### src/hdl/coxsr_pkg.sv
// Shared constants, codes and record types for the Cox Schoenfeld residual block.
// No dependencies; imported by the request and register interfaces and every module.
`default_nettype none
package coxsr_pkg;
   localparam int MAX_SUBJECTS   = 1024;
   localparam int MAX_COVARIATES = 8;
   localparam int SUBJ_W  = $clog2(MAX_SUBJECTS);
   localparam int COV_W   = $clog2(MAX_COVARIATES);
   localparam int CNT_W   = SUBJ_W + 1;
   localparam int ELEM_W  = 4;
   localparam int CA_W    = SUBJ_W + COV_W;
   localparam int DIV_W   = 128;
   localparam int DCNT_W  = $clog2(DIV_W + 1);
   localparam int Q_FRAC  = 16;
   localparam int KF_W    = CNT_W + 1;
   localparam int MUL_A_W = 66;
   localparam int MUL_P_W = MUL_A_W + KF_W;
   localparam int CSR_IDX_W = 4;
   localparam int CSR_DAT_W = 4;

   localparam logic KIND_LOAD = 1'b0;
   localparam logic KIND_READ = 1'b1;

   localparam logic [1:0] STATUS_OK    = 2'd0;
   localparam logic [1:0] STATUS_NONE  = 2'd1;
   localparam logic [1:0] STATUS_ZDIV  = 2'd2;

   localparam logic [1:0] MARK_NONE = 2'b00;
   localparam logic [1:0] MARK_SAT  = 2'b01;
   localparam logic [1:0] MARK_ZDIV = 2'b10;

   localparam logic [CSR_IDX_W-1:0] CSR_NUM_COV = CSR_IDX_W'(0);
   localparam logic [CSR_IDX_W-1:0] CSR_EFRON   = CSR_IDX_W'(1);

   typedef struct packed {
      logic        strat_end;
      logic        evt;
      logic [31:0] score;
      logic [31:0] stop;
      logic [31:0] start;
   } subj_rec_type;
endpackage
`default_nettype wire

### src/hdl/coxsr_div.sv
// Iterative restoring unsigned divider, one quotient bit per cycle.
// Depends on coxsr_pkg.
`default_nettype none
module coxsr_div import coxsr_pkg::*; (
   input  wire logic             clock,
   input  wire logic             reset,
   input  wire logic             start,
   input  wire logic [DIV_W-1:0] num,
   input  wire logic [DIV_W-1:0] den,
   output logic                  done,
   output logic [DIV_W-1:0]      quot
);
   logic [DIV_W-1:0]  n_ff, n_in, d_ff, d_in, q_ff, q_in, r_ff, r_in;
   logic [DCNT_W-1:0] cnt_ff, cnt_in;
   logic              busy_ff, busy_in, done_ff, done_in;
   logic [DIV_W:0]    rs, rd;

   always_comb begin
      n_in = n_ff; d_in = d_ff; q_in = q_ff; r_in = r_ff;
      cnt_in = cnt_ff; busy_in = busy_ff; done_in = 1'b0;
      rs = {r_ff, n_ff[DIV_W-1]};
      rd = rs - {1'b0, d_ff};
      if (start) begin
         n_in = num; d_in = den; q_in = '0; r_in = '0;
         cnt_in = DCNT_W'(DIV_W); busy_in = 1'b1;
      end else if (busy_ff) begin
         n_in = {n_ff[DIV_W-2:0], 1'b0};
         if (!rd[DIV_W]) begin
            r_in = rd[DIV_W-1:0];
            q_in = {q_ff[DIV_W-2:0], 1'b1};
         end else begin
            r_in = rs[DIV_W-1:0];
            q_in = {q_ff[DIV_W-2:0], 1'b0};
         end
         cnt_in = cnt_ff - DCNT_W'(1);
         if (cnt_ff == DCNT_W'(1)) begin
            busy_in = 1'b0;
            done_in = 1'b1;
         end
      end
   end

   always_ff @(posedge clock) begin
      n_ff <= n_in; d_ff <= d_in; q_ff <= q_in; r_ff <= r_in;
      if (reset) begin
         cnt_ff <= '0; busy_ff <= 1'b0; done_ff <= 1'b0;
      end else begin
         cnt_ff <= cnt_in; busy_ff <= busy_in; done_ff <= done_in;
      end
   end

   assign done = done_ff;
   assign quot = q_ff;
endmodule
`default_nettype wire

### config.mk
export PLATFORM = sky130hd
export DESIGN_NAME = coxsr_div
export DESIGN_NICKNAME = d
export VERILOG_FILES = /design/src/hdl/coxsr_pkg.sv /design/src/hdl/coxsr_div.sv
export SDC_FILE = /design/constraint.sdc
export NUM_CORES = 1
export LEC_CHECK = 0
export BUFFER_PORTS_ARGS = -buffer_cell sky130_fd_sc_hd__buf_2
export CAP_MARGIN = 10
export CORE_AREA = 2 2 254 256
export CTS_CLUSTER_DIAMETER = 150
export DETAILED_ROUTE_END_ITERATION = 8
export DIE_AREA = 0 0 256 258
export GPL_ROUTABILITY_DRIVEN = 1
export GPL_TIMING_DRIVEN = 0
export HOLD_SLACK_MARGIN = 0.12
export PLACE_DENSITY = 0.63
export RECOVER_POWER = 50
export SYNTH_ARGS = -nofsm -noshare
export SYNTH_HDL_FRONTEND = slang
export SYNTH_SLANG_ARGS = --single-unit
### constraint.sdc
create_clock -name clock -period 5.5 [get_ports clock]
set_clock_uncertainty 0.15 [all_clocks]
set_input_delay 0.825 -clock clock [delete_from_list [all_inputs] [get_ports clock]]
set_output_delay 0.825 -clock clock [all_outputs]
set_load 0.05 [all_outputs]
==> impl_metrics.py <==
metrics = {
    "critical_path": {
        "end_kind": "flip-flop",
        "arrival_ns": 5.62,
        "start_kind": "flip-flop",
        "required_ns": 5.93,
        "setup.worst_path.class": "reg -> reg",
        "worstPathMaxFanout": 10,
    },
    "yosys": {
        "synth.mux.area_fraction": 0.0982,
        "synth_top_family_by_area": "compound AO/OA/AOI/OAI gates",
        "synth_edf_count": 256,
        "ys_async_sr_fraction": 0,
        "synth_cell_types": 88,
        "synth_compound_area_frac": 0.165,
        "synth-seq-cells": 522,
        "netlist_instances": 2935,
        "synth_simple_gate_area_frac": 0.127,
        "synth_area_um2": 28100,
        "ys_warn_count": 0,
        "synth.avg_cell_area_um2": 9.59,
        "synth-xor-area-share": 0.0410,
        "synthFlopType": "dfxtp_1",
        "syn-num-nets": 3325,
        "synth_seq_area_share": 0.462,
        "synthAdderAreaFrac": 0.0585,
    },
    "sta": {
        "hold_ws_ns": 0.189,
        "rsz0062_at_grt": "no",
        "slew_headroom": -1.43,
        "tightest_slew_ns": 3.65,
        "finalSetupViolCount": 0,
        "fin_crit_sh": 0.944,
        "period_minus_slack_ns": 5.19,
        "final-hold-violation-count": 0,
        "fmaxAchievable_ghz": 0.193,
        "maxSlewViolCount": 69,
    },
    "clocking": {
        "cts_setup_buffers": 0,
        "cts_buffers": 59,
        "postCtsHoldBufs": 0,
        "clock_path_buffers": 3,
        "clock_latency_ns": 0.66,
        "cts_tree": "yes",
        "clk_pin_slew_ns": 0.06,
        "cts_sinks": 522,
        "htree_num_levels": 2,
        "cts_resized": 0,
        "root_buffer": "clkbuf_16",
    },
    "finish": {
        "syn2layout_area_growth_pct": 17.5,
        "layout.nets": 3775,
        "drive_gt1_frac": 0.165,
    },
    "floorplan": {
        "io_pins": 388,
        "die_h_um": 258,
        "initial_core_util": 0.442,
        "fp-row-count": 93,
        "die-width_um": 256,
        "core-area_um2": 63600,
        "die_area_um2": 66000,
    },
    "status": {
        "violations": "capacitance limit, slew limit",
        "status": "complete, but fails checks",
    },
    "route": {
        "antenna_left": 0,
        "route.vias.total": 23646,
        "viasPerCell": 5.51,
        "dr.first_iter.drc_count": 1814,
        "first_pass_iters": 8,
        "routedWlPerCell_um": 20.9,
        "drc": 0,
        "wirelength_um": 89900,
    },
    "power_and_ir_drop": {
        "leakage_nw": 13.4,
        "p_per_area_nw_per_um2": 307,
        "peakVddDrop_mv": 0.328,
        "p_total_w": 0.0101,
    },
    "global_route": {
        "antenna_found_initial": 17,
        "grt_use_total": 0.264,
        "grt_overflow_total": 0,
        "grt_pass1_vias": 22855,
        "grt_max_degree": 102,
        "grt_pass1_wl_um": 135000,
    },
    "place": {
        "place.gp.congestion": 0.958,
        "numPortBuffers": 387,
        "detailed_place_hpwl_um": 68000,
    },
    "flow_run": {
        "cap_violations": 1,
    },
    "min_path": {
        "hp-class": "in -> reg",
    },
}
## routing by layer
metal	vias to the layer above	wire, µm	GRT usage
met4	22	2600	0.0812
met3	170	7610	0.0725
met2	806	41300	0.430
li1	11435	-	-
met5	-	153	0
met1	11213	38300	0.343
## worst max-delay path, stage by stage, from the launching register on
cell and delay, ns:
edfxtp_1 0.36, inv_1 0.05, ha_1 0.21, fa_1 0.41, nand2b_1 0.19, a21oi_1 0.26
o21ai_0 0.21, a31oi_1 0.28, o31ai_2 0.18, nand2b_2 0.20, a21oi_2 0.16, o41a_4 0.44
o31ai_4 0.43, xnor2_2 0.18, buf_2 0.33, clkbuf_1 0.69, a21oi_1 0.22, o21ai_1 0.15
## Yosys cell counts (all sizes together), types with 4 or more instances
master	n	area, µm²
buf	62	297
and2	7	43.8
and3	11	68.8
dfxtp	266	5330
nand2b	19	121
inv	166	623
a311oi	44	385
o21bai	39	293
mux2	130	1460
or4	6	48.8
o211ai	7	52.6
nand2	275	1030
or2	5	31.3
a211oi	27	203
a21boi	10	75.1
a21o	66	495
nand3	17	85.1
a41oi	4	42.6
a31oi	16	106
xnor2	73	647
nor4	6	50.0
o22ai	8	50.1
nor2	348	1320
a221oi	8	70.1
edfxtp	256	7690
mux2i	130	1300
a32oi	10	87.6
xor2	58	508
nand3b	4	30.0
clkbuf	114	430
o21a	12	90.1
nor3	24	125
o31ai	16	158
a21oi	267	1340
a2111oi	4	36.3
ha	130	1630
nand4	63	394
nor2b	10	62.6
or3	6	37.5
o21ai	162	815
a22o	5	43.8
o41ai	5	70.1
and4	5	43.8
## power breakdown
group | leakage [nW] | switching, W | internal (W)
Combinational | 7.73 | 0.000998 | 0.000612
Sequential | 4.70 | 0.000101 | 0.00435
Clock | 0.998 | 0.00175 | 0.00233
Total | 13.4 | 0.00285 | 0.00729
## cell usage in the layout (no fill, tap or decap), drive strengths merged, types with 162 or more instances in the layout
cell	synthesis	final
nor2	348	348
clkbuf	114	327
a21oi	267	267
o21ai	162	162
buf	62	318
nand2	275	275
edfxtp	256	256
dfxtp	266	266
inv	166	170
## flip-flops by register name (all words and copies together), names as in the netlist
name / flops
n_ff: 128
cnt_ff: 8
busy_ff: 1
d_ff: 128
quot: 128
done: 1
r_ff: 128
## layout make-up
cell class / instances / area, µm²
tap: 855 / 1070
clock inverter: 31 / 324
fill: 6116 / 30600
buffer: 176 / 727
timing repair buffer: 389 / 1810
inverter: 167 / 628
antenna: 5 / 12.5
clock buffer: 80 / 1690
multi-input combinational: 2070 / 13800
sequential: 522 / 13000
## worst paths after layout
kind | startpoint | slack (ns) | to | cells past startpoint
worst max-delay path | n_ff[127] | 0.31 | r_ff[60] | 17
worst min-delay path | den[118] | 0.19 | d_ff[118] | 1
worst max register to register | n_ff[127] | 0.31 | r_ff[60] | 17
worst min register to register | r_ff[43] | 0.32 | r_ff[43] | 2
## through the flow
stage           util  instance area, µm²  TNS (ns)  std cells  setup slack [ns]
6_report       0.519               33100         0       4295             0.309
5_1_grt        0.519               33100         0       4291             0.124
4_1_cts        0.522               33200         0       4290             0.338
3_5_place_dp   0.491               31200         0       4179             0.434
3_3_place_gp   0.489               31200   -457.20       4177             -3.22
2_1_floorplan      -               28100         0       2935              1.04
## logic make-up (layout without fill, tap and decap cells)
group / after synthesis / after routing
adder cells (fa/ha/maj): 131 / 131
XOR/XNOR: 131 / 131
AND/OR/NAND/NOR: 814 / 814
multiplexers: 260 / 260
AO/OA/AOI/OAI: 734 / 734
flip-flops: 522 / 522
other: 0 / 5
buffers and inverters: 343 / 843
(Power assumes the default switching activity.)
